[config.mk]
export PLATFORM = sky130hd
export DESIGN_NAME = sfc_ram
export DESIGN_NICKNAME = d
export VERILOG_FILES = /design/src/hdl/sfc_ram.sv
export SDC_FILE = /design/constraint.sdc
export NUM_CORES = 1
export LEC_CHECK = 0
export BUFFER_PORTS_ARGS = -buffer_cell sky130_fd_sc_hd__buf_2
export CAP_MARGIN = 25
export CORE_ASPECT_RATIO = 1.5
export CORE_MARGIN = 4
export CORE_UTILIZATION = 40
export DETAILED_ROUTE_END_ITERATION = 16
export GPL_ROUTABILITY_DRIVEN = 1
export HOLD_SLACK_MARGIN = 0.1
export SLEW_MARGIN = 20
export SYNTH_ARGS = -nofsm -noshare
export SYNTH_HDL_FRONTEND = slang
export SYNTH_SLANG_ARGS = --single-unit
[constraint.sdc]
create_clock -name clk -period 4.32 [get_ports clk]
set_clock_uncertainty 0.2 [all_clocks]
set_input_delay 1.08 -clock clk [delete_from_list [all_inputs] [get_ports clk]]
set_output_delay 1.08 -clock clk [all_outputs]
set_load 0.02 [all_outputs]
[src/hdl/sfc_ram.sv]
// Generic single-write, single-read synchronous RAM with registered read data.
module sfc_ram #(
  parameter int WIDTH = 32,
  parameter int DEPTH = 16
) (
  input  logic                     clk,
  input  logic                     we,
  input  logic [$clog2(DEPTH)-1:0] waddr,
  input  logic [WIDTH-1:0]         wdata,
  input  logic [$clog2(DEPTH)-1:0] raddr,
  output logic [WIDTH-1:0]         rdata
);

  logic [WIDTH-1:0] mem [DEPTH];

  always_ff @(posedge clk) begin
    if (we) begin
      mem[waddr] <= wdata;
    end
    rdata <= mem[raddr];
  end

endmodule

==> flow_summary.toml, run 1 <==
[yosys]
ys_seq_elements = 544
postSynthCellCount = 838
syn-num-nets = 880
synth_area_um2 = 19900
syn_avg_cell_area_um2 = 23.7
ys_seq_area_frac = 0.807
synth_cell_types = 18
synth_area_leaders = "edfxtp_1 (77%), mux4_2 (15%), dfxtp_1 (3.2%), a22oi_1 (2.4%), nand2_1 (0.62%)"
yosys.area.top_type = "edfxtp_1"
synth_top_cell_area_share = 0.774
synth_warnings = 0

[route]
finalWirelength_mm = 42.3
first_iter_violations = 833
viasPerCell = 5.45
avgRoutedWirePerCell_um = 25.6
route.detailed.drc = 0
first_pass_iters = 5
postRouteAntennaNets = 0
num_vias = 8982

[sta]
rsz0062_at_grt = "no"
setup_violations = 0
finalHoldViolations = 0
min_period_ps = 2550
tightest_slew_ps = 845
slew_headroom = 0.435
hold_slack_ps = 469
fin_crit_sh = 0.591
fmax_ghz = 0.392
fin_ws_ps = 1770
finalMaxSlewViolations = 0
setup_tns_ps = 0

[cells_and_area]
instances_no_fill = 1649
nNetsFinal = 993
drive_above_1_share = 0.336
final_area_um2 = 23100
fill_cells = 3966
multi_input_area_um2 = 3760
layout_commonest_cell = "edfxtp_1"
regArea_um2 = 16000
fin_util = 0.472
mostFrequentLayoutCells = "edfxtp_1 (512), mux4_2 (128), buf_2 (71)"
syn_to_final_growth_pct = 16.3

[power_and_ir_drop]
p_leak_nw = 7.39
max-vdd-ir-drop_mv = 0.276
report.power.total_mw = 11.2
powerDensity_nw_per_um2 = 485

[placement]
port_buffers = 73
gp_congestion = 0.709
dp.cells = 1557
dp_hpwl_mm = 22.7
dpl_cell_area_um2 = 21300
pre_cts_slack_ps = 1140

[worst_hold_path]
holdCritStartpoint = "mem[12][7]"
min_path_type = "reg2reg"
whs_path_depth = 3
holdPathEnd = "rdata[7]"

[die]
die_w_um = 190
num_rows = 99
die-area_um2 = 53300
initial_core_util = 0.406
design.core.area_um2 = 48900
io_pins = 74
fp.dieH_um = 281

[global_route]
grt_pass1_vias = 9678
grt_pass1_wl_mm = 63.5
antenna_found_initial = 3
overflow = 0
grt_max_degree = 47
grt.total_usage = 0.160

[critical_path]
cp.arrival_ps = 2580
r2r_end = "rdata[21]"
crit_type = "in2reg"
crit_path_max_incr_delay_ps = 600
crit_chain = "buf_2, nand2b_1, nor2_4, buf_4"
rrSetupSlack_ps = 2790
slowest_stage = "nor2_4"
worst-r2r-cell-count = 3
end_kind = "flip-flop"
rr_startpoint = "mem[3][21]"
required_ps = 4350
path_max_fanout = 13
cp-start-kind = "primary input"

[clock_tree]
cts_tree = "yes"
clk_pin_slew_worst_paths_ps = 60
clk-insertion-delay-late_ps = 560
clockBufferDepth = 3
clock-root-buffer = "clkbuf_16"
hold_buffers = 0
cts-buffers-inserted = 48
numClockSinks = 544
h-tree-depth = 2
post_cts_buffers = 0
cts_resized = 0

[status]
outcome = "complete, no violations"

[flow_run]
maxCapViolCount = 0
[flip-flops by register name (all words and copies together) (netlist names)]
name,cells
mem,512
rdata,32
[how the worst max path moves through the flow]
stage	start	endpoint	slack [ps]	cells past startpoint
final	waddr[1]	mem[13][28]	1770	4
after global placement	raddr[0]	rdata[23]	1150	5
after CTS	raddr[0]	rdata[23]	1740	5
after global routing	raddr[0]	rdata[10]	1630	5
after detailed placement	raddr[0]	rdata[23]	1140	5
after floorplan	waddr[2]	mem[8][0]	160	2
[cell families after synthesis]
family,count (synthesis),share of synthesized area
buf+inv,43,0.0112
simple gates,59,0.0127
flops,544,0.807
mux,128,0.145
compound gates,64,0.0242
[synth_stat cells]
library cell,n
nand3b_1,2
buf_6,2
nor2_1,13
buf_1,9
nand2_1,33
and2_1,1
dfxtp_1,32
clkbuf_1,17
nand3_1,1
buf_4,11
or3b_2,1
mux4_2,128
edfxtp_1,512
nand2b_1,2
nor3_1,4
buf_2,4
nor2b_1,2
a22oi_1,64
[routing by layer]
metal,global-route usage,vias to the layer above,wire length [µm]
met5,0,-,11
met4,0.0447,2,970
met3,0.0246,61,2130
met2,0.276,229,22000
met1,0.213,4886,17100
li1,-,3804,-
[critical path, delay by kind of cell]
| family | cells | cell delay, ps |
|---|---|---|
| AND/OR/NAND/NOR | 2 | 940 |
| buffers and inverters | 2 | 540 |
[report_power, final]
group	total, mW	internal, mW	switching [mW]
logic	0.554	0.219	0.336
registers	5.93	5.90	0.0364
clock network	4.71	2.85	1.85
[cell type report]
class,instances,area share
flip-flops and latches,544,0.694
multi-input cells,251,0.163
clock buffers,57,0.0558
well taps,656,0.0356
repair buffers,106,0.0312
clock inverters,32,0.0205
diodes,3,0.000325
Power figures use the tool's default switching activity.
==> inputs of run 2 (changes only) <==
==> constraint.sdc (replaced) <==
create_clock -name clk -period 2.55 [get_ports clk]
set_clock_uncertainty 0.2 [all_clocks]
set_input_delay 0.6375 -clock clk [delete_from_list [all_inputs] [get_ports clk]]
set_output_delay 0.6375 -clock clk [all_outputs]
set_load 0.02 [all_outputs]
==> run 2 against run 1 <==
Setup slack got worse by 1200 ps; sequential share of layout area fell by 0.39 points; critical path depth decreased by 3; clock power up 50%; combinational power up 76%; cell count is the same; via count shrank 1.9%; first-iteration DRC count fell by 8.6%; die area is the same; register-to-register slack worse by 1700 ps; largest power group unchanged.
==> flow_summary.toml, run 2 (synthesis results as in run 1) <==
[die]
die_w_um = 190
fp.dieH_um = 281
die-area_um2 = 53300
io_pins = 74
num_rows = 99
design.core.area_um2 = 48900
initial_core_util = 0.406

[critical_path]
required_ps = 1710
crit_type = "reg2out"
critPathTopFamily = "flip-flops"
path_max_fanout = 1
crit_buf_inv = 1
r2r_end = "rdata[20]"
rrSetupSlack_ps = 1070
crit_path_max_incr_delay_ps = 400
slowest_stage = "dfxtp_1"
cp-start-kind = "flip-flop"
rr_startpoint = "mem[3][20]"
cp.arrival_ps = 1150
end_kind = "output port"
crit_chain = "buf_2"
worst-r2r-cell-count = 3

[clock_tree]
cts_resized = 0
cts-buffers-inserted = 46
h-tree-depth = 2
hold_buffers = 0
clockBufferDepth = 3
cts_tree = "yes"
post_cts_buffers = 0
clk-insertion-delay-late_ps = 560
clk_pin_slew_worst_paths_ps = 70
clock-root-buffer = "clkbuf_16"
numClockSinks = 544

[power_and_ir_drop]
report.power.total_mw = 18.1
p_leak_nw = 7.39
powerDensity_nw_per_um2 = 779
max-vdd-ir-drop_mv = 0.415

[cells_and_area]
nNetsFinal = 996
largest_reg_flops = 512
final_area_um2 = 23200
fill_cells = 3929
syn_to_final_growth_pct = 16.9
mostFrequentLayoutCells = "edfxtp_1 (512), mux4_2 (128), buf_2 (71)"
drive_above_1_share = 0.333
largest-register = "mem"
layout_commonest_cell = "edfxtp_1"
reg_top3 = "mem x512, rdata x32"

[flow_run]
maxCapViolCount = 0

[placement]
dpl_cell_area_um2 = 21700
port_buffers = 73
gp_congestion = 0.704
pre_cts_slack_ps = 213
dp_hpwl_mm = 21.4

[worst_hold_path]
whs_path_depth = 1
min_path_type = "in2reg"
holdPathEnd = "mem[6][29]"
holdCritStartpoint = "wdata[29]"

[global_route]
overflow = 0
grt_pass1_wl_mm = 61.8
antenna_found_initial = 4
grt_pass1_vias = 9413
grt.total_usage = 0.157
grt_max_degree = 57

[status]
outcome = "complete, no violations"

[route]
finalWirelength_mm = 41.8
first_pass_iters = 5
avgRoutedWirePerCell_um = 25.3
met2_wirelength_mm = 21.1
postRouteAntennaNets = 0
highest_layer = "met5"
route.detailed.drc = 0
wl_met3_mm = 2.14
drt-met1-wl_mm = 17.8
viasPerCell = 5.35
num_vias = 8815
first_iter_violations = 761

[sta]
fin_crit_sh = 0.781
setup_violations = 0
setup_tns_ps = 0
fin_ws_ps = 558
rsz0062_at_grt = "no"
slew_headroom = 0.593
finalMaxSlewViolations = 0
min_period_ps = 1990
tightest_slew_ps = 610
finalHoldViolations = 0
fmax_ghz = 0.502
-- run 2: changes by cell type in the layout (fill, tap and decap cells not counted), sizes merged --
| cell | previous run | this run |
|---|---|---|
| bufinv | 12 | 5 |
| buf | 105 | 110 |
| clkbuf | 58 | 62 |
| clkinv | 18 | 15 |
| clkinvlp | 2 | 3 |
| diode | 3 | 2 |
| inv | 0 | 1 |
-- run 2: through the flow --
step / utilization / instances / hold WS (ps)
floorplan: - / 838 / 435
global placement: 0.443 / 1561 / 445
detailed placement: 0.443 / 1562 / 461
CTS: 0.474 / 1647 / 219
global route: 0.474 / 1647 / 242
finish: 0.474 / 1649 / 241
-- run 2: report_power, final --
group | switching (mW) | internal [mW] | total (mW) | leakage [nW]
sequential | 0.0636 | 9.99 | 10.1 | 4.89
clock | 3.04 | 4.02 | 7.06 | 0.743
combinational | 0.572 | 0.404 | 0.976 | 1.75
total | 3.67 | 14.4 | 18.1 | 7.39
-- run 2: worst max path at each step --
stage / from / to / cells after the start
finish: rdata[19] / rdata[19] / 1
global route: rdata[19] / rdata[19] / 1
global placement: raddr[0] / rdata[23] / 6
detailed placement: raddr[0] / rdata[29] / 6
floorplan: waddr[2] / mem[10][0] / 2
CTS: rdata[17] / rdata[17] / 1
-- run 2: routing by layer --
metal | global-route usage | vias to the layer above
met1 | 0.218 | 4730
li1 | - | 3794
met4 | 0.0364 | 4
met3 | 0.0244 | 53
met5 | 0 | -
met2 | 0.265 | 234
-- run 2: final cells by class --
class,count,area [µm²],area share
Antenna cell,2,5.00,0.000216
Clock buffer,61,1270,0.0547
Clock inverter,24,254,0.0109
Multi-Input combinational cell,251,3780,0.163
Sequential cell,544,16000,0.690
Tap cell,656,821,0.0354
Timing Repair Buffer,111,1070,0.0461
