[config.mk]
export PLATFORM = sky130hd
export DESIGN_NAME = sfc_div
export DESIGN_NICKNAME = d
export VERILOG_FILES = /design/src/hdl/sfc_pkg.sv /design/src/hdl/sfc_div.sv
export SDC_FILE = /design/constraint.sdc
export NUM_CORES = 1
export LEC_CHECK = 0
export BUFFER_PORTS_ARGS = -buffer_cell sky130_fd_sc_hd__buf_2
export CAP_MARGIN = 0
export CORE_MARGIN = 1.5
export CORE_UTILIZATION = 55
export CTS_CLUSTER_DIAMETER = 80
export DETAILED_ROUTE_END_ITERATION = 16
export GPL_TIMING_DRIVEN = 0
export PLACE_DENSITY_LB_ADDON = 0.1
export SYNTH_ARGS = -nofsm -noshare
export SYNTH_HDL_FRONTEND = slang
export SYNTH_SLANG_ARGS = --single-unit
[constraint.sdc]
create_clock -name clk -period 9.2 [get_ports clk]
set_clock_uncertainty 0.15 [all_clocks]
set_input_delay 1.84 -clock clk [delete_from_list [all_inputs] [get_ports clk]]
set_output_delay 1.84 -clock clk [all_outputs]
set_load 0.1 [all_outputs]
[src/hdl/sfc_pkg.sv]
// Shared constants, item types and helper structs for the sphere frustum culler.
package sfc_pkg;

  localparam int FRAC_BITS   = 16;
  localparam int PLANE_COUNT = 6;

  localparam int WORD_W  = 32;
  localparam int ROW_W   = 4 * WORD_W;
  localparam int MADDR_W = 2;
  localparam int PADDR_W = $clog2(PLANE_COUNT);

  localparam int MAG_W   = WORD_W + 1;
  localparam int SHC_W   = 5;
  localparam int SH_MAX  = FRAC_BITS + 29;
  localparam int SH_W    = $clog2(SH_MAX + 1);
  localparam int DCNT_W  = $clog2(SH_MAX + MAG_W + 1);
  localparam int QW      = WORD_W - 1;
  localparam int MUL_W   = WORD_W + 1;
  localparam int ACC_W   = 2 * MUL_W;
  localparam int SUM_W   = 64;
  localparam int ROOT_W  = SUM_W / 2;
  localparam int SQ_STEPS = SUM_W / 2;

  typedef enum logic [1:0] {
    CMD_LOAD  = 2'd0,
    CMD_BUILD = 2'd1,
    CMD_TEST  = 2'd2,
    CMD_NONE  = 2'd3
  } cmd_t;

  typedef struct packed {
    logic [1:0]         command;
    logic [1:0]         row_index;
    logic signed [31:0] word_0;
    logic signed [31:0] word_1;
    logic signed [31:0] word_2;
    logic signed [31:0] word_3;
    logic               has_bounds;
  } item_t;

  typedef struct packed {
    logic visible;
    logic status;
  } result_t;

  typedef struct packed {
    logic              start;
    logic [MAG_W-1:0]  num;
    logic [ROOT_W-1:0] den;
    logic [SH_W-1:0]   sh;
  } div_req_t;

endpackage

[src/hdl/sfc_div.sv]
// Bit-serial restoring divider computing a saturated trunc(num * 2^sh / den).
module sfc_div (
  input  logic                  clk,
  input  logic                  rst,
  input  sfc_pkg::div_req_t     req,
  output logic                  done,
  output logic [sfc_pkg::QW-1:0] quot
);

  logic [sfc_pkg::MAG_W-1:0]  nsh;
  logic [sfc_pkg::ROOT_W-1:0] den;
  logic [sfc_pkg::ROOT_W-1:0] rem;
  logic [sfc_pkg::ROOT_W:0]   t;
  logic [sfc_pkg::QW-1:0]     q;
  logic [sfc_pkg::DCNT_W-1:0] cnt;
  logic                       ovf;
  logic                       busy;
  logic                       qbit;

  assign t    = {rem, nsh[sfc_pkg::MAG_W-1]};
  assign qbit = (t >= {1'b0, den});
  assign quot = ovf ? {sfc_pkg::QW{1'b1}} : q;

  always_ff @(posedge clk) begin
    if (rst) begin
      busy <= 1'b0;
      done <= 1'b0;
    end else begin
      done <= 1'b0;
      if (req.start) begin
        nsh  <= req.num;
        den  <= req.den;
        rem  <= '0;
        q    <= '0;
        ovf  <= 1'b0;
        cnt  <= sfc_pkg::DCNT_W'(sfc_pkg::MAG_W) + sfc_pkg::DCNT_W'(req.sh);
        busy <= 1'b1;
      end else if (busy) begin
        if (qbit) begin
          rem <= sfc_pkg::ROOT_W'(t - {1'b0, den});
        end else begin
          rem <= t[sfc_pkg::ROOT_W-1:0];
        end
        q   <= {q[sfc_pkg::QW-2:0], qbit};
        ovf <= ovf | q[sfc_pkg::QW-1];
        nsh <= nsh << 1;
        cnt <= cnt - 1'b1;
        if (cnt == sfc_pkg::DCNT_W'(1)) begin
          busy <= 1'b0;
          done <= 1'b1;
        end
      end
    end
  end

endmodule

==> results.md, run 1 <==
* Antenna viol nets, final at 0
* Top cells by area, synth: edfxtp_1 (54%), ha_1 (5.8%), mux2_2 (4.8%)
* Post-layout utilization of the core at 0.673
* P&R area growth vs syn at 18.7%
* Net Sw Power at 0.555 mW
* Drt wl/cell at ~15 µm
* Main synth FF type: edfxtp_1
* Worst IR Drop VDD at 0.146 mV
* Grt met2 use at 0.338
* Syn Inst Count at between 600 and 700
* Synth async-reset ratio at 0
* Layout cells sized above 1 at 0.282
* Hold path endpoint: done$_SDFF_PP0_
* Grt met3 use at 0.0570
* Die width at around 120 µm
* H-tree depth at 4
* Gpl congestion at a little under 0.9
* Die H at around 120 µm
* Seq cells post-synth at between 100 and 150
* Synth top area share at 0.541
* Average size of a mapped cell at ~12 µm²
* Clock-pin slew on the worst setup and hold paths at roughly 0.060 ns
* Num rows at 42
* 1st-iter DRT viols at between 300 and 400
* Post-CTS sizing at 0
* Ant diodes at 0
* Post-CTS setup buffers at 0
* PortBufs at around 100
* Grt ovf at 0
* Critical Path AT at approximately 1.7 ns
* Global Route Usage Sum at 0.215
* CP Launch Point: ovf$_SDFFCE_PP0P_
* Core area at about 0.013 mm²
* Final period util at 0.400
* Crit Reg-Reg Startpoint: rem[1]$_SDFFCE_PP0P_
* Switching part of the total at 0.291
* Final Hold Vio Count at 0
* Synthesized Nets at 750
* Grt met1 use at 0.291
* Area leader, netlist: edfxtp_1
* Most instantiated cells after synthesis: edfxtp_1 (136), nor2_1 (50), inv_1 (43), a21oi_1 (39), nor2b_1 (36)
* Design area at around 0.0090 mm²
* Final Setup Violations at 0
* Placed inst area at between 0.008 and 0.009 mm²
* DIE AREA at between 0.01 and 0.015 mm²
* R2r endpoint: rem[22]$_SDFFCE_PP0P_
* Area occupied by multi-input gates at around 0.0031 mm²
* FMAX at between 200 and 300 MHz
* Hold crit path type: flop to flop
* Sequential Power Share at 0.407
* Clock Tree Buf Depth at 2
* Worst reg-to-reg path cell count at 11
* Initial Util at 0.567
* Max Cap Viol at 0
* Hold path start: busy$_SDFF_PP0_
* Count leader, synth: edfxtp_1
* Sequential cell area at 0.00412 mm²
* Layout Nets at approximately 880
* I/O pin cnt at between 100 and 150
* Netlist cell types at 55
* Max-slew headroom at 0.344
* Netlist Area Pre-Place at ~0.0075 mm²
* Leakage at roughly 3.7 nW
* Vias at ~5000
* Critical Path Sink Type: primary output
* Vias in the first global route at roughly 5000
* Minimum clock period at about 3.7 ns
* Slew Limit Fails at 0
* Fill cells at around 1000
* Seq/Total Area, Yosys at 0.547
* Hold path depth at 1
* Clk pwr share at 0.354
* Num CTS Buffers at 17
* DRT Wirelength at around 15 mm
* Pin count of the biggest net entering global routing at 36
* Worst-Margin Slew at between 0.9 and 1 ns
* Initial antenna violation count at 0
* Clk_lat worst skew at between 0.4 and 0.5 ns
* Gate power share at 0.239
* DR DRC count at 0
* PwrDens at between 200 and 250 mW/mm²
* Grt peak-use layer: met2
* First-pass GRT wire length at approximately 24 mm
* Via density at 5.38
* Hpwl dp at around 10 mm
* CTS Hold Bufs at 0
* Status: finished clean
* P_int at 1.35 mW
* CP max FO at 10
* Yosys Warn Count at 0
* CTS Sinks at between 100 and 150
* Startpoint Class: flop
* Critical path class: flop to primary output
* Unrepaired setup endpoints after global routing: false
* Root buffer cell: clkbuf_16
* DR pass1 iterations at 6
* CTS tree: yes
* Flop-to-flop setup slack at 5.96 ns
* EDFF count, synth at around 140
* Req. time, crit path at around 7.2 ns
[state kept, by name, summed over array words and instances (netlist names)]
register / flops
busy: 1
rem: 32
nsh: 33
cnt: 7
done: 1
ovf: 1
q: 31
den: 32
[area by class of cell]
type,count,share of cell area
buffer,26,0.0144
multi-input combinational,432,0.351
clock buffer,19,0.0484
timing repair buffer,107,0.0657
clock inverter,13,0.0169
inverter,44,0.0184
sequential,138,0.461
tap,176,0.0246
[kinds of logic after synthesis]
| group | count (synthesis) | synth area share |
|---|---|---|
| mux | 57 | 0.0809 |
| simple gates | 196 | 0.136 |
| fa+ha+maj | 36 | 0.0607 |
| flops | 138 | 0.547 |
| xor+xnor | 38 | 0.0441 |
| buf+inv | 70 | 0.0390 |
| compound gates | 105 | 0.0930 |
[metrics by stage]
step	hold slack, ns	TNS, ns	total power, mW	cells	setup WS, ns
detailed placement	0.326	0	1.24	923	5.03
global placement	0.315	-60.62	1.23	920	-0.583
floorplan	0.308	0	1.15	640	1.75
finish	0.328	0	1.91	955	5.52
CTS	0.331	0	1.92	955	5.49
global route	0.346	0	1.99	955	5.39
[layout by cell type, fill, tap and decap left out, types with 5 or more instances in the layout]
cell,instances
a21o_1,12
a21oi_1,39
a31oi_1,5
buf_2,105
clkbuf_1,20
clkbuf_16,17
edfxtp_1,136
ha_1,35
inv_1,43
mux2_2,32
mux2i_1,25
nand2_1,30
nand3_1,5
nand3b_1,8
nand4_1,12
nor2_1,49
nor2b_1,35
nor3_1,9
o21ai_0,12
o21ai_1,7
o21ai_2,7
or2_2,31
xnor2_1,19
xor2_1,19
[power groups by stage]
stage / clock, mW / combinational, mW / sequential [mW]
after floorplan: 0 / 0.362 / 0.786
after global placement: 0 / 0.440 / 0.793
after detailed placement: 0 / 0.455 / 0.788
after CTS: 0.687 / 0.458 / 0.776
after global routing: 0.710 / 0.503 / 0.781
final: 0.675 / 0.457 / 0.776
[layer usage]
layer	up-vias	routed length (µm)
li1	2550	-
met1	2421	6660
met2	147	7070
met3	21	737
met4	0	232
met5	-	0
[worst max-delay path, stage by stage (launching register included)]
cell and delay (ns):
edfxtp_1 0.38, clkbuf_1 0.30, or2_2 0.18, buf_2 0.41
[worst max path at each step]
stage / cells after the start / endpoint
after global placement: 4 / rem[25]$_SDFFCE_PP0P_
final: 3 / quot[26]
after CTS: 3 / quot[26]
after floorplan: 4 / cnt[0]$_DFFE_PP_
after detailed placement: 3 / den[21]$_DFFE_PP_
after global routing: 3 / den[21]$_DFFE_PP_
No activity file was read; power rests on OpenSTA's default activity.
==> run 2: changes to the inputs <==
- clock period: 9.2 -> 3.55 ns (I/O delays scaled with it)
==> run 2 against run 1 <==
  * Global-route usage increased by 0.12 points
  * Routed wire length decreased by 0.52%
  * Critical path depth increased by 7
  * First-iteration DRC count decreased by 12%
  * Sequential share of layout area decreased by 0.15 points
  * Count of clock-buffer cells in the layout decreased by 2
  * Utilization increased by 0.23 points
  * Power increased to 2.6 times the previous value
  * Die area unchanged
  * Combinational power increased to 2.6 times the previous value
  * Worst setup slack got worse by 5.2 ns
  * Final cell count unchanged
  * Critical path type is now flop to flop
  * Critical endpoint is now rem[22]$_SDFFCE_PP0P_
  * Highest routed layer unchanged
==> results.md, run 2 (synthesized netlist as in run 1, its figures left out) <==
* Root buffer cell: clkbuf_16 (unchanged)
* CTS Sinks at 138 (unchanged)
* Status: finished clean (unchanged)
* Max-slew headroom at 0.382 (was 0.344)
* Initial Util at 0.567 (unchanged)
* Critical path class: flop to flop (was flop to primary output)
* Vias in the first global route at 4970 (was 4995)
* Global Route Usage Sum at 0.216 (was 0.215)
* Post-CTS sizing at 0 (unchanged)
* DR pass1 iterations at 4 (was 6)
* CTS tree: yes (unchanged)
* DRT Wirelength at 14.6 mm (was 14.7 mm)
* Flop-to-flop setup slack at 0.32 ns (was 5.96 ns)
* Clk_lat worst skew at 0.43 ns (was 0.42 ns)
* Biggest regs: nsh: 33 flops, den: 32 flops, rem: 32 flops (unchanged)
* Layout cells sized above 1 at 0.286 (was 0.282)
* CTS Hold Bufs at 0 (unchanged)
* Largest register FFs at 33 (unchanged)
* Minimum clock period at 3.23 ns
* DR DRC count at 0 (unchanged)
* Hold path endpoint: den[14]$_DFFE_PP_ (was done$_SDFF_PP0_)
* Final Hold Vio Count at 0 (unchanged)
* Slew Limit Fails at 0 (unchanged)
* Biggest register: nsh (unchanged)
* H-tree depth at 4 (unchanged)
* Antenna viol nets, final at 0 (unchanged)
* Vias at 5131 (was 5139)
* Initial antenna violation count at 0 (unchanged)
* R2r endpoint: rem[22]$_SDFFCE_PP0P_ (unchanged)
* CP max FO at 10 (unchanged)
* Worst IR Drop VDD at 0.437 mV (was 0.146 mV)
* Clock-pin slew on the worst setup and hold paths at 0.06 ns (about the same)
* Hold path start: req[20] (was busy$_SDFF_PP0_)
* Hold crit path type: input pin to flop (was flop to flop)
* Gpl congestion at 0.875 (was 0.878)
* P&R area growth vs syn at 19.1% (was 18.7%)
* Worst-Margin Slew at 0.924 ns (was 0.982 ns)
* Leakage at 3.66 nW (about the same)
* Crit Reg-Reg Startpoint: rem[7]$_SDFFCE_PP0P_ (was rem[1]$_SDFFCE_PP0P_)
* Unrepaired setup endpoints after global routing: false (unchanged)
* PwrDens at 561 mW/mm² (was 213 mW/mm²)
* Drt wl/cell at 15.3 µm (was 15.4 µm)
* Critical Path Sink Type: flop (was primary output)
* Post-CTS setup buffers at 0 (unchanged)
* FMAX at 310 MHz
* DIE AREA at 0.0144 mm² (unchanged)
* Ant diodes at 0 (unchanged)
* Hpwl dp at 10.4 mm (was 10.3 mm)
* First-pass GRT wire length at 24.0 mm (about the same)
* Die width at 120 µm (unchanged)
* Core area at 0.0133 mm² (unchanged)
* Critical Path AT at 3.23 ns (was 1.69 ns)
* Req. time, crit path at 3.55 ns (was 7.21 ns)
* Clock Tree Buf Depth at 2 (unchanged)
* I/O pin cnt at 106 (unchanged)
* Commonest non-fill, non-tap cell in the layout: edfxtp_1 (unchanged)
* PortBufs at 104 (unchanged)
* Layout Nets at 876 (unchanged)
* Setup tns final at 0 ns (unchanged)
* Num rows at 42 (unchanged)
* Hold path depth at 1 (unchanged)
* Most frequent cells in the layout: edfxtp_1 (136), buf_2 (105), nor2_1 (49) (unchanged)
* Worst reg-to-reg path cell count at 10 (was 11)
* Startpoint Class: flop (unchanged)
* Die H at 120 µm (unchanged)
* 1st-iter DRT viols at 345 (was 393)
* CP Launch Point: rem[7]$_SDFFCE_PP0P_ (was ovf$_SDFFCE_PP0P_)
* Num CTS Buffers at 17 (unchanged)
* Post-layout utilization of the core at 0.676 (was 0.673)
* Grt ovf at 0 (unchanged)
* Final period util at 0.910
* Via density at 5.37 (was 5.38)
* Pin count of the biggest net entering global routing at 36 (unchanged)
* Max Cap Viol at 0 (unchanged)
* Final Setup Violations at 0 (unchanged)
run 2: changes by cell type in the layout (fill, tap and decap cells not counted):
cell        change
clkbuf_1        -2
clkinv_1        -1
clkinv_2        -4
clkinvlp_4      +2
inv_6           +4
inv_8           +1
run 2: cell type report:
class	instances	area (µm²)
buffer	26	129
clock buffer	17	425
clock inverter	15	189
fill	1041	4310
inverter	44	165
multi-input combinational	432	3140
sequential	138	4120
tap	176	220
timing repair buffer	107	588
run 2: worst max-delay path, cell delays in order, from the launching register on:
cell and delay (ns):
edfxtp_1 0.39, ha_1 0.36, a21oi_1 0.24, o22a_1 0.25, nand4_1 0.14, a21boi_2 0.33, o311ai_4 0.17, a21oi_4 0.38
buf_8 0.22, mux2i_1 0.24, nor2_1 0.07
run 2: worst max-delay path by stage:
stage,endpoint,cells after the start
after floorplan,cnt[0]$_DFFE_PP_,4
after global placement,rem[25]$_SDFFCE_PP0P_,4
after detailed placement,rem[6]$_SDFFCE_PP0P_,11
after CTS,rem[22]$_SDFFCE_PP0P_,11
after global routing,rem[22]$_SDFFCE_PP0P_,11
final,rem[22]$_SDFFCE_PP0P_,10
run 2: layer usage:
metal,track usage,up-vias,wire length [µm]
li1,-,2557,-
met1,0.295,2431,6690
met2,0.333,119,6950
met3,0.0551,24,736
met4,0.0818,0,239
met5,0,-,0
run 2: power breakdown:
part	switching (mW)	internal, mW
Clock	0.723	1.12
Sequential	0.0513	1.96
Combinational	0.737	0.451
run 2: metrics by stage:
stage	cell area [µm²]	power (mW)	instances	hold WS, ns	setup WS [ns]
floorplan	7550	2.97	640	0.308	0.151
global placement	8290	3.18	920	0.318	-0.910
detailed placement	8370	3.22	923	0.325	0.356
CTS	8980	5.07	955	0.288	0.334
global route	8980	5.26	955	0.286	0.152
finish	8980	5.04	955	0.301	0.319
