## src/hdl/sfc_pkg.sv

```systemverilog
// Shared constants, item types and helper structs for the sphere frustum culler.
package sfc_pkg;

  localparam int FRAC_BITS   = 16;
  localparam int PLANE_COUNT = 6;

  localparam int WORD_W  = 32;
  localparam int ROW_W   = 4 * WORD_W;
  localparam int MADDR_W = 2;
  localparam int PADDR_W = $clog2(PLANE_COUNT);

  localparam int MAG_W   = WORD_W + 1;
  localparam int SHC_W   = 5;
  localparam int SH_MAX  = FRAC_BITS + 29;
  localparam int SH_W    = $clog2(SH_MAX + 1);
  localparam int DCNT_W  = $clog2(SH_MAX + MAG_W + 1);
  localparam int QW      = WORD_W - 1;
  localparam int MUL_W   = WORD_W + 1;
  localparam int ACC_W   = 2 * MUL_W;
  localparam int SUM_W   = 64;
  localparam int ROOT_W  = SUM_W / 2;
  localparam int SQ_STEPS = SUM_W / 2;

  typedef enum logic [1:0] {
    CMD_LOAD  = 2'd0,
    CMD_BUILD = 2'd1,
    CMD_TEST  = 2'd2,
    CMD_NONE  = 2'd3
  } cmd_t;

  typedef struct packed {
    logic [1:0]         command;
    logic [1:0]         row_index;
    logic signed [31:0] word_0;
    logic signed [31:0] word_1;
    logic signed [31:0] word_2;
    logic signed [31:0] word_3;
    logic               has_bounds;
  } item_t;

  typedef struct packed {
    logic visible;
    logic status;
  } result_t;

  typedef struct packed {
    logic              start;
    logic [MAG_W-1:0]  num;
    logic [ROOT_W-1:0] den;
    logic [SH_W-1:0]   sh;
  } div_req_t;

endpackage

```

## src/hdl/sfc_isqrt.sv

```systemverilog
// Iterative integer square root, two radicand bits per cycle.
module sfc_isqrt (
  input  logic                      clk,
  input  logic                      rst,
  input  logic                      start,
  input  logic [sfc_pkg::SUM_W-1:0] radicand,
  output logic                      done,
  output logic [sfc_pkg::ROOT_W-1:0] root
);

  logic [sfc_pkg::SUM_W-1:0] x;
  logic [sfc_pkg::SUM_W-1:0] res;
  logic [sfc_pkg::SUM_W-1:0] bitv;
  logic [sfc_pkg::SUM_W-1:0] trial;
  logic [$clog2(sfc_pkg::SQ_STEPS+1)-1:0] cnt;
  logic busy;

  assign trial = res + bitv;
  assign root  = res[sfc_pkg::ROOT_W-1:0];

  always_ff @(posedge clk) begin
    if (rst) begin
      busy <= 1'b0;
      done <= 1'b0;
    end else begin
      done <= 1'b0;
      if (start) begin
        x    <= radicand;
        res  <= '0;
        bitv <= sfc_pkg::SUM_W'(1) << (sfc_pkg::SUM_W - 2);
        cnt  <= ($clog2(sfc_pkg::SQ_STEPS+1))'(sfc_pkg::SQ_STEPS);
        busy <= 1'b1;
      end else if (busy) begin
        if (x >= trial) begin
          x   <= x - trial;
          res <= (res >> 1) + bitv;
        end else begin
          res <= res >> 1;
        end
        bitv <= bitv >> 2;
        cnt  <= cnt - 1'b1;
        if (cnt == ($clog2(sfc_pkg::SQ_STEPS+1))'(1)) begin
          busy <= 1'b0;
          done <= 1'b1;
        end
      end
    end
  end

endmodule

```

## config.mk

```make
export PLATFORM = sky130hd
export DESIGN_NAME = sfc_isqrt
export DESIGN_NICKNAME = d
export VERILOG_FILES = /design/src/hdl/sfc_pkg.sv /design/src/hdl/sfc_isqrt.sv
export SDC_FILE = /design/constraint.sdc
export NUM_CORES = 1
export LEC_CHECK = 0
export BUFFER_PORTS_ARGS = -buffer_cell sky130_fd_sc_hd__buf_2
export CAP_MARGIN = 20
export CORE_ASPECT_RATIO = 1.25
export CORE_MARGIN = 3
export CORE_UTILIZATION = 45
export DETAILED_ROUTE_END_ITERATION = 10
export GPL_TIMING_DRIVEN = 1
export SYNTH_ARGS = -nofsm -noshare
export SYNTH_HDL_FRONTEND = slang
export SYNTH_SLANG_ARGS = --single-unit
```

## constraint.sdc

```tcl
create_clock -name clk -period 12.5 [get_ports clk]
set_input_delay 2.5 -clock clk [delete_from_list [all_inputs] [get_ports clk]]
set_output_delay 2.5 -clock clk [all_outputs]
set_load 0.02 [all_outputs]
```

==> results of run 1 <==
==> flip-flops by register name, indices dropped and copies added, names as in the netlist <==
name	count
done	1
cnt	6
x	64
res	64
busy	1
bitv	32
==> through the flow <==
| step | area, um2 | setup slack [ns] | utilization, % | std cells |
|---|---|---|---|---|
| floorplan | 15540 | 1.329 | - | 1803 |
| finish | 16640 | 6.041 | 49.27 | 2261 |
| CTS | 16640 | 6.052 | 49.27 | 2261 |
| global placement | 16090 | 6.191 | 47.64 | 2229 |
| global route | 16640 | 5.581 | 49.27 | 2261 |
| detailed placement | 16090 | 6.082 | 47.64 | 2229 |
==> routing by layer <==
| layer | global-route usage, % | vias up |
|---|---|---|
| met1 | 26.90 | 6451 |
| met5 | 0 | - |
| met3 | 3.448 | 78 |
| met4 | 10.44 | 0 |
| li1 | - | 6746 |
| met2 | 44.93 | 252 |
==> power by group <==
group | internal [mW] | switching, mW | leakage (nW) | total [mW]
clock network | 0.275 | 0.243 | 0.268 | 0.517
registers | 0.724 | 0.0739 | 1.62 | 0.798
logic | 0.478 | 0.759 | 4.46 | 1.24
total | 1.48 | 1.08 | 6.34 | 2.55
==> path summary, 6_finish.rpt <==
path | start | end | slack [ns] | cells after the start
worst min register to register | busy | done | 0.48 | 1
worst min-delay path | busy | done | 0.48 | 1
worst max-delay path | res[10] | x[48] | 6.04 | 21
worst max register to register | res[10] | x[48] | 6.04 | 21
==> cell type report <==
type | count | area share (%)
Sequential cell | 168 | 30.19
Multi-Input combinational cell | 1489 | 58.97
Inverter | 41 | 0.9246
Timing Repair Buffer | 108 | 3.420
Tap cell | 423 | 3.180
Clock inverter | 14 | 0.7367
Clock buffer | 18 | 2.578
==> cell usage in the layout, fill, tap and decap left out, types with 6 or more instances in the layout <==
cell / netlist / final
sky130_fd_sc_hd__and2_1: 14 / 14
sky130_fd_sc_hd__or3_1: 19 / 19
sky130_fd_sc_hd__o21ai_0: 142 / 142
sky130_fd_sc_hd__a211oi_1: 27 / 27
sky130_fd_sc_hd__nand2b_1: 7 / 7
sky130_fd_sc_hd__o21ai_1: 6 / 6
sky130_fd_sc_hd__o211ai_1: 6 / 6
sky130_fd_sc_hd__buf_4: 33 / 9
sky130_fd_sc_hd__a41oi_1: 6 / 6
sky130_fd_sc_hd__buf_2: 8 / 98
sky130_fd_sc_hd__nand2_1: 199 / 199
sky130_fd_sc_hd__a31oi_1: 68 / 68
sky130_fd_sc_hd__clkbuf_16: 0 / 17
sky130_fd_sc_hd__nand3_1: 29 / 29
sky130_fd_sc_hd__o21a_1: 11 / 11
sky130_fd_sc_hd__nor4_1: 8 / 8
sky130_fd_sc_hd__inv_1: 41 / 41
sky130_fd_sc_hd__and3_1: 18 / 18
sky130_fd_sc_hd__xor2_1: 87 / 87
sky130_fd_sc_hd__ha_1: 132 / 132
sky130_fd_sc_hd__edfxtp_1: 166 / 166
sky130_fd_sc_hd__a31o_2: 16 / 17
sky130_fd_sc_hd__or2_2: 7 / 7
sky130_fd_sc_hd__o31ai_1: 17 / 17
sky130_fd_sc_hd__o21bai_1: 29 / 29
sky130_fd_sc_hd__nand4_1: 46 / 46
sky130_fd_sc_hd__a21oi_1: 126 / 126
sky130_fd_sc_hd__a21o_1: 49 / 49
sky130_fd_sc_hd__nor3_1: 33 / 33
sky130_fd_sc_hd__xnor2_1: 83 / 83
sky130_fd_sc_hd__nor2_1: 161 / 160
sky130_fd_sc_hd__nor2b_1: 52 / 52
==> critical path, cell delays in order, from the launching register on <==
cell and delay, ns:
sky130_fd_sc_hd__edfxtp_1 0.52, sky130_fd_sc_hd__ha_1 0.41, sky130_fd_sc_hd__nand4_1 0.18, sky130_fd_sc_hd__or2_2 0.35
sky130_fd_sc_hd__o21ai_1 0.27, sky130_fd_sc_hd__a21oi_1 0.20, sky130_fd_sc_hd__o21bai_2 0.29, sky130_fd_sc_hd__a21oi_1 0.18
sky130_fd_sc_hd__nor2_1 0.12, sky130_fd_sc_hd__nor2_1 0.07, sky130_fd_sc_hd__o41ai_1 0.48, sky130_fd_sc_hd__xnor2_1 0.19
sky130_fd_sc_hd__ha_1 0.44, sky130_fd_sc_hd__and3_1 0.27, sky130_fd_sc_hd__nand2_1 0.11, sky130_fd_sc_hd__o21bai_1 0.22
sky130_fd_sc_hd__a21boi_0 0.10, sky130_fd_sc_hd__o21ai_0 0.38, sky130_fd_sc_hd__a31oi_2 0.06, sky130_fd_sc_hd__buf_4 0.28
sky130_fd_sc_hd__a21boi_4 0.18, sky130_fd_sc_hd__buf_4 0.64
==> logic make-up after synthesis <==
family | Yosys count | share of synthesized area, %
xor+xnor | 170 | 9.585
buf+inv | 146 | 4.583
mux | 8 | 0.5558
flops | 168 | 32.35
fa+ha+maj | 133 | 10.76
compound gates | 572 | 23.90
simple gates | 606 | 18.27
==> results.toml, run 1 <==
[timing]
timing.max_slew.rel_slack_pct = 40.12
max_freq_mhz = 154.8
hold_violations = 0
period_share_pct = 51.67
worst_hold_slack_ns = 0.4820
setup_total_negative_slack_ns = 0
fin_skew_ns = 0.01188
timing_max_transition_violations_final = 0
finalCriticalPeriod_ns = 6.459
worstMarginPinSlew_ns = 0.8981
rsz0062_at_grt = "no"
finalSetupViolCount = 0

[floorplanning]
die_w_um = 172.2
starting_density_of_the_core_pct = 45.98
coreArea_mm2 = 0.03378
die_h_um = 213.7
rows = 75
fp.dieArea_mm2 = 0.03680
num_io_pins = 100

[routing]
routed-via-count = 13530
wl_um = 44180
routed-wl-met2_um = 23310
met3_wirelength_um = 1260
highest_layer = "met4"
ant_nets = 0
drcViolationCount = 0
routedWlPerCell_um = 19.54
met1_length_um = 17960
drt-vias-per-instance = 5.983
drt_pass_1_iters = 5
first_iter_violations = 807

[pwr]
power.leakage_nw = 6.342
pwr_density_cell_mw_per_mm2 = 153.3
tot_pwr_mw = 2.552
ir_worst_vdd_uv = 109.6

[cells_and_area]
drive_gt1_share_pct = 10.28
num-nets-final = 2025
insertedDiodeCount = 0
area.growth.synth_to_final_pct = 7.153
total_area_of_sequential_cells_mm2 = 0.005025
fillers = 3335
multi_input_area_mm2 = 0.009816

[logic_synthesis]
synth_enable_flop_cells = 166
synth_commonest_cells = "sky130_fd_sc_hd__nand2_1, sky130_fd_sc_hd__edfxtp_1, sky130_fd_sc_hd__nor2_1, sky130_fd_sc_hd__o21ai_0, sky130_fd_sc_hd__ha_1"
synthesis.yosys.warnings = 0
ys_types = 78
mappedNetlistNets = 2003
synth_top_area_share_pct = 32.09
yosys_register_bits = 168
synth.top_cells.by_area = "sky130_fd_sc_hd__edfxtp_1, sky130_fd_sc_hd__ha_1, sky130_fd_sc_hd__xor2_1"
sequential_share_of_the_synthesized_area_pct = 32.35
ys_dominant_reg_cell = "sky130_fd_sc_hd__edfxtp_1"
synthMostInstantiatedCell = "sky130_fd_sc_hd__nand2_1"
netlist_instances = 1803
syn-cell-area_mm2 = 0.01553
postSynth.asyncResetShare_pct = 0
postSynthAreaPerCell_um2 = 8.615
synth_top_cell_by_area = "sky130_fd_sc_hd__edfxtp_1"

[global_route]
grt_pass1_vias = 13340
gr_usage_total_pct = 24.00
antenna_found_initial = 0
overflow = 0
grt_max_degree = 74
first_pass_grt_wire_length_um = 69750

[setup_path]
timing.setup.critical_path_class = "reg2reg"
cp-start-kind = "flip-flop"
worstPathArrival_ns = 6.54
critical_path.endpoint_type = "flip-flop"
timing.critical_path.required_ns = 12.58
timing.critical_path.fanout_max = 64

[clock_tree]
clock_insertion_delay_worst_skew_ns = 0.47
tritoncts_num_sinks = 168
postCtsSetupRepairBufs = 0
cts.path.max_buffers = 2
clock-root-buffer = "sky130_fd_sc_hd__clkbuf_16"
worst_setup_hold_path_clk_slew_ns = 0.07
cts_tree = "yes"
cts_hold_buffers = 0
cts_inserted_buffers = 17
htree_levels = 4
post_cts_resized = 0

[run_status]
status = "complete, no violations"

[place]
numPortBuffers = 99
gpl.final_weighted_congestion = 0.9105
detailed_place_hpwl_um = 33940

[job]
maxCapViolations = 0

[worst_hold_path]
timing.hold.worst.class = "reg2reg"
(Power assumes the default switching activity.)
==> run 2, diff against run 1 <==
==> constraint.sdc (replaced) <==
create_clock -name clk -period 5.8 [get_ports clk]
set_input_delay 1.16 -clock clk [delete_from_list [all_inputs] [get_ports clk]]
set_output_delay 1.16 -clock clk [all_outputs]
set_load 0.02 [all_outputs]
==> run 2 against run 1 <==
- via count increased by 1.4%
- register-to-register slack got worse by 5.7 ns
- sequential power increased by 110%
- final area grew 2.3%
- sequential cell count unchanged
- utilization up 1.1 points
- die area is the same
- largest power group unchanged
==> results.toml, run 2 (same netlist as run 1, synthesis figures left out) <==
[global_route]
first_pass_grt_wire_length_um = 70760
antenna_found_initial = 0
gr_usage_total_pct = 24.42
grt_pass1_vias = 13650
grt_max_degree = 105
overflow = 0

[cells_and_area]
top_regs = "res: 64 flops, x: 64 flops, bitv: 32 flops"
final_design_area_no_fill_mm2 = 0.01703
drive_gt1_share_pct = 12.20
insertedDiodeCount = 0
post-route-util_pct = 50.40
area.growth.synth_to_final_pct = 9.618
final_common_cell = "sky130_fd_sc_hd__nand2_1"
layout_common_cells = "sky130_fd_sc_hd__nand2_1, sky130_fd_sc_hd__edfxtp_1, sky130_fd_sc_hd__nor2_1"
num-nets-final = 2047

[floorplanning]
num_io_pins = 100
starting_density_of_the_core_pct = 45.98
die_h_um = 213.7
rows = 75
coreArea_mm2 = 0.03378
die_w_um = 172.2
fp.dieArea_mm2 = 0.03680

[pwr]
clockPowerShare_pct = 20.7
tot_pwr_mw = 5.628
p_seq_share_pct = 30.2
power_switching_share_pct = 42.24
pwr_density_cell_mw_per_mm2 = 330.5
ir_worst_vdd_uv = 202.5
p_switching_mw = 2.377
pwr-share-comb_pct = 49.1
power.leakage_nw = 6.485
internal_power_mw = 3.251

[clock_tree]
clock_insertion_delay_worst_skew_ns = 0.46
htree_levels = 4
worst_setup_hold_path_clk_slew_ns = 0.07
cts_inserted_buffers = 17
cts_tree = "yes"
clock-root-buffer = "sky130_fd_sc_hd__clkbuf_16"
tritoncts_num_sinks = 168
cts.path.max_buffers = 2

[run_status]
status = "complete, no violations"

[setup_path]
timing.critical_path.fanout_max = 57
critical_path.endpoint_type = "flip-flop"
worstPathArrival_ns = 5.65
critical-path-slowest-cell = "sky130_fd_sc_hd__edfxtp_1"
cp-start-kind = "flip-flop"
timing.critical_path.required_ns = 5.99
timing.critical_path.slowest_cell_delay_ns = 0.51
timing.setup.critical_path_class = "reg2reg"
critical_path.startpoint = "res[6]"
crit_path_cell_trace = "ha_1 > nand4_1 > or2_2 > o21ai_2 > a21oi_2 > o21bai_4 > a31oi_1 > buf_4 > nor4_1 > nor3_1 > xor2_1 > ha_1 > a21o_1 > o21bai_1 > or2_2 > a21oi_2 > o2111ai_2 > a31o_4 > buf_16 > nand2_1 > xor2_1 > nor2_1"
critical_path.top_delay_family = "compound AO/OA/AOI/OAI gates"
regToRegStartpoint = "res[6]"
worst_path_buffer_plus_inverter_count = 2

[routing]
ant_nets = 0
routed-via-count = 13710
drt-vias-per-instance = 6.007
drcViolationCount = 0
first_iter_violations = 816
routedWlPerCell_um = 19.74
drt_pass_1_iters = 5
wl_um = 45060

[timing]
fin_ws_ns = 0.3360
worstMarginPinSlew_ns = 0.8249
period_share_pct = 94.21
hold_violations = 0
timing_max_transition_violations_final = 0
timing.max_slew.rel_slack_pct = 44.54
finalCriticalPeriod_ns = 5.464
finalSetupViolCount = 0
fin_skew_ns = 0.01163
max_freq_mhz = 183.0

[place]
gpl.final_weighted_congestion = 0.9160
placed_area_mm2 = 0.01635
numPortBuffers = 99
detailed_place_hpwl_um = 34310
dp_slack_ns = 0.1348

[worst_hold_path]
min-delay-start = "busy"
timing.hold.worst.class = "reg2reg"

[job]
maxCapViolations = 0
[run 2: layer usage]
layer / track usage (%) / up-vias / wire length (um)
li1: - / 6784 / -
met1: 27.03 / 6484 / 17720
met2: 45.00 / 335 / 23290
met3: 3.504 / 110 / 1700
met4: 12.83 / 0 / 2344
met5: 0 / - / 0
[run 2: worst paths after layout]
kind / end / slack [ns] / depth (start not counted)
setup / recovery: res[17] / 0.34 / 22
hold / removal: done / 0.48 / 1
setup reg to reg: res[17] / 0.34 / 22
hold reg to reg: done / 0.48 / 1
[run 2: area by class of cell]
cell class	count	area [um2]
Sequential cell	168	5025
Clock inverter	14	137.6
Inverter	41	153.9
Tap cell	423	529.3
Timing Repair Buffer	130	792.0
Fill cell	3278	16750
Clock buffer	18	429.2
Multi-Input combinational cell	1489	9961
[run 2: power groups by stage]
stage | Clock, mW | Sequential [mW] | Combinational (mW)
after floorplan | 0 | 1.67 | 2.12
after global placement | 0 | 1.73 | 2.70
after detailed placement | 0 | 1.73 | 2.71
after CTS | 1.19 | 1.71 | 2.74
after global routing | 1.23 | 1.72 | 3.06
final | 1.16 | 1.70 | 2.76
[run 2: through the flow]
stage | hold slack, ns | std cells | setup TNS [ns]
final | 0.4790 | 2283 | 0
after global routing | 0.5069 | 2283 | -0.05233
after CTS | 0.4835 | 2277 | 0
after detailed placement | 0.4732 | 2245 | 0
after global placement | 0.4616 | 2245 | 0
after floorplan | 0.4533 | 1803 | -220.30
[run 2: timing repair]
action | in CTS | in global routing
hold buffers | 0 | 0
gates resized for setup | 0 | 12
endpoints found under the setup margin | 0 | 131
buffers inserted | 0 | 6
==> run 3, diff against run 2 <==
--- a/config.mk
+++ b/config.mk
@@ -5,12 +5,12 @@
 export SDC_FILE = /design/constraint.sdc
 export NUM_CORES = 1
 export LEC_CHECK = 0
-export BUFFER_PORTS_ARGS = -buffer_cell sky130_fd_sc_hd__buf_2
 export CAP_MARGIN = 20
 export CORE_ASPECT_RATIO = 1.25
 export CORE_MARGIN = 3
 export CORE_UTILIZATION = 45
 export DETAILED_ROUTE_END_ITERATION = 10
+export DONT_BUFFER_PORTS = 1
 export GPL_TIMING_DRIVEN = 1
 export SYNTH_ARGS = -nofsm -noshare
 export SYNTH_HDL_FRONTEND = slang
==> run 3 against run 2 <==
- combinational power shrank 1%
- highest routed layer unchanged
- first-iteration DRC count grew 21%
- register-to-register slack lost 0.03 ns
- sequential cell count is the same
- critical path type unchanged
==> results.toml, run 3 (same netlist as run 1, synthesis figures left out) <==
[run_status]
status = "complete, no violations"

[setup_path]
critical_path.endpoint_type = "flip-flop"
regToRegStartpoint = "res[6]"
critical_path.startpoint = "res[6]"
timing.setup.critical_path_class = "reg2reg"
timing.critical_path.required_ns = 5.96
cp-start-kind = "flip-flop"
rrSetupSlack_ns = 0.31
timing.reg2reg.worst_path_depth = 21
worstPathArrival_ns = 5.65
reg2reg_to = "x[56]"
timing.critical_path.fanout_max = 64

[floorplanning]
starting_density_of_the_core_pct = 45.98
num_io_pins = 100
fp.dieArea_mm2 = 0.03680
die_w_um = 172.2
die_h_um = 213.7
rows = 75
coreArea_mm2 = 0.03378

[pwr]
power_switching_share_pct = 42.31
p_switching_mw = 2.374
internal_power_mw = 3.237
pwr_density_cell_mw_per_mm2 = 337.9
tot_pwr_mw = 5.611
clockPowerShare_pct = 21.3
power.leakage_nw = 6.139
ir_worst_vdd_uv = 189.4
p_seq_share_pct = 30.2
pwr-share-comb_pct = 48.5

[worst_hold_path]
min_to = "done"
min-delay-start = "busy"
timing.hold.worst.class = "reg2reg"
worst_hold_path.num_cells = 1

[timing]
finalSetupViolCount = 0
timing_max_transition_violations_final = 0
fin_skew_ns = 0.01347
worstMarginPinSlew_ns = 0.9752
max_freq_mhz = 182.1
worst_hold_slack_ns = 0.4721
hold_violations = 0
finalCriticalPeriod_ns = 5.493
period_share_pct = 94.71
timing.max_slew.rel_slack_pct = 34.99

[clock_tree]
worst_setup_hold_path_clk_slew_ns = 0.07
clock-root-buffer = "sky130_fd_sc_hd__clkbuf_16"
cts_hold_buffers = 0
tritoncts_num_sinks = 168
cts.path.max_buffers = 2
cts_tree = "yes"
htree_levels = 4
cts_inserted_buffers = 17
clock_insertion_delay_worst_skew_ns = 0.46

[routing]
drt_pass_1_iters = 5
wl_um = 45570
drcViolationCount = 0
routedWlPerCell_um = 20.76
drt-vias-per-instance = 6.159
routed-via-count = 13520
ant_nets = 0
first_iter_violations = 988

[place]
numPortBuffers = 0
detailed_place_hpwl_um = 34770
gpl.final_weighted_congestion = 0.9208
placed_cells = 2161

[cells_and_area]
layout.cells.non_filler = 2195
top_regs = "res: 64 flops, x: 64 flops, bitv: 32 flops"
num-nets-final = 1959
area.growth.synth_to_final_pct = 6.887
final_common_cell = "sky130_fd_sc_hd__nand2_1"
insertedDiodeCount = 0
layout_common_cells = "sky130_fd_sc_hd__nand2_1, sky130_fd_sc_hd__edfxtp_1, sky130_fd_sc_hd__nor2_1"
drive_gt1_share_pct = 8.296

[global_route]
grt_max_degree = 215
grt_pass1_vias = 13450
first_pass_grt_wire_length_um = 71790
gr_usage_total_pct = 24.88
antenna_found_initial = 0
overflow = 0

[job]
maxCapViolations = 0
[run 3: cell types whose count changed in the layout (fill, tap and decap cells not counted), moves of 3 or more]
cell,change
sky130_fd_sc_hd__buf_2,-98
sky130_fd_sc_hd__buf_4,+12
sky130_fd_sc_hd__ha_1,-3
sky130_fd_sc_hd__ha_2,+3
[run 3: area by class of cell]
type / instances / area, um2
Fill cell: 3250 / 17180
Inverter: 41 / 153.9
Clock inverter: 14 / 161.4
Tap cell: 423 / 529.3
Sequential cell: 168 / 5025
Timing Repair Buffer: 42 / 347.8
Multi-Input combinational cell: 1489 / 9957
Clock buffer: 18 / 429.2
[run 3: repair_timing]
action / in CTS / in global routing
setup endpoints to repair: 0 / 114
buffers inserted: 0 / 2
resized for setup: 0 / 17
[run 3: worst max-delay path: stages, from the launching register on]
cell and delay, ns:
sky130_fd_sc_hd__edfxtp_1 0.47, sky130_fd_sc_hd__ha_1 0.39, sky130_fd_sc_hd__nand4_1 0.17, sky130_fd_sc_hd__or2_2 0.36
sky130_fd_sc_hd__o21ai_2 0.25, sky130_fd_sc_hd__a21oi_2 0.12, sky130_fd_sc_hd__o21bai_2 0.18, sky130_fd_sc_hd__buf_4 0.15
sky130_fd_sc_hd__a31oi_1 0.15, sky130_fd_sc_hd__nor4_1 0.28, sky130_fd_sc_hd__nor3_1 0.09, sky130_fd_sc_hd__xor2_1 0.25
sky130_fd_sc_hd__ha_1 0.36, sky130_fd_sc_hd__a21o_1 0.20, sky130_fd_sc_hd__o21bai_1 0.19, sky130_fd_sc_hd__or2_2 0.33
sky130_fd_sc_hd__a21oi_2 0.18, sky130_fd_sc_hd__o2111ai_2 0.19, sky130_fd_sc_hd__a31oi_2 0.26, sky130_fd_sc_hd__buf_12 0.24
sky130_fd_sc_hd__a21boi_4 0.08, sky130_fd_sc_hd__buf_12 0.22
[run 3: worst max-delay path by stage]
| stage | endpoint | slack (ns) | cells past startpoint |
|---|---|---|---|
| 5_1_grt | x[62] | -0.007 | 18 |
| 6_report | x[56] | 0.31 | 21 |
| 3_5_place_dp | res[26] | 0.11 | 20 |
| 3_3_place_gp | res[26] | 0.17 | 20 |
| 2_1_floorplan | x[0] | -3.44 | 22 |
| 4_1_cts | res[26] | 0.06 | 20 |
[run 3: per-stage QoR]
stage          util (%)  worst slack (ns)   TNS (ns)  area, um2
2_1_floorplan         -            -3.442    -220.30      15640
3_3_place_gp      47.17            0.1744          0      15940
3_5_place_dp      47.17            0.1063          0      15940
4_1_cts           48.92           0.06442          0      16530
5_1_grt           49.15         -0.007039  -0.007039      16600
6_report          49.15            0.3071          0      16600
[run 3: power groups by stage]
stage	clock network, mW	logic, mW	registers [mW]
2_1_floorplan	0	2.12	1.67
6_report	1.20	2.72	1.69
3_3_place_gp	0	2.66	1.72
5_1_grt	1.26	3.03	1.71
4_1_cts	1.22	2.70	1.69
3_5_place_dp	0	2.68	1.72
[run 3: metal layers]
| layer | routed length (um) | vias up | track usage (%) |
|---|---|---|---|
| met5 | 0 | - | 0 |
| met4 | 2006 | 0 | 11.26 |
| met3 | 2051 | 100 | 4.149 |
| met2 | 23880 | 362 | 46.94 |
| met1 | 17630 | 6437 | 27.02 |
| li1 | - | 6620 | - |
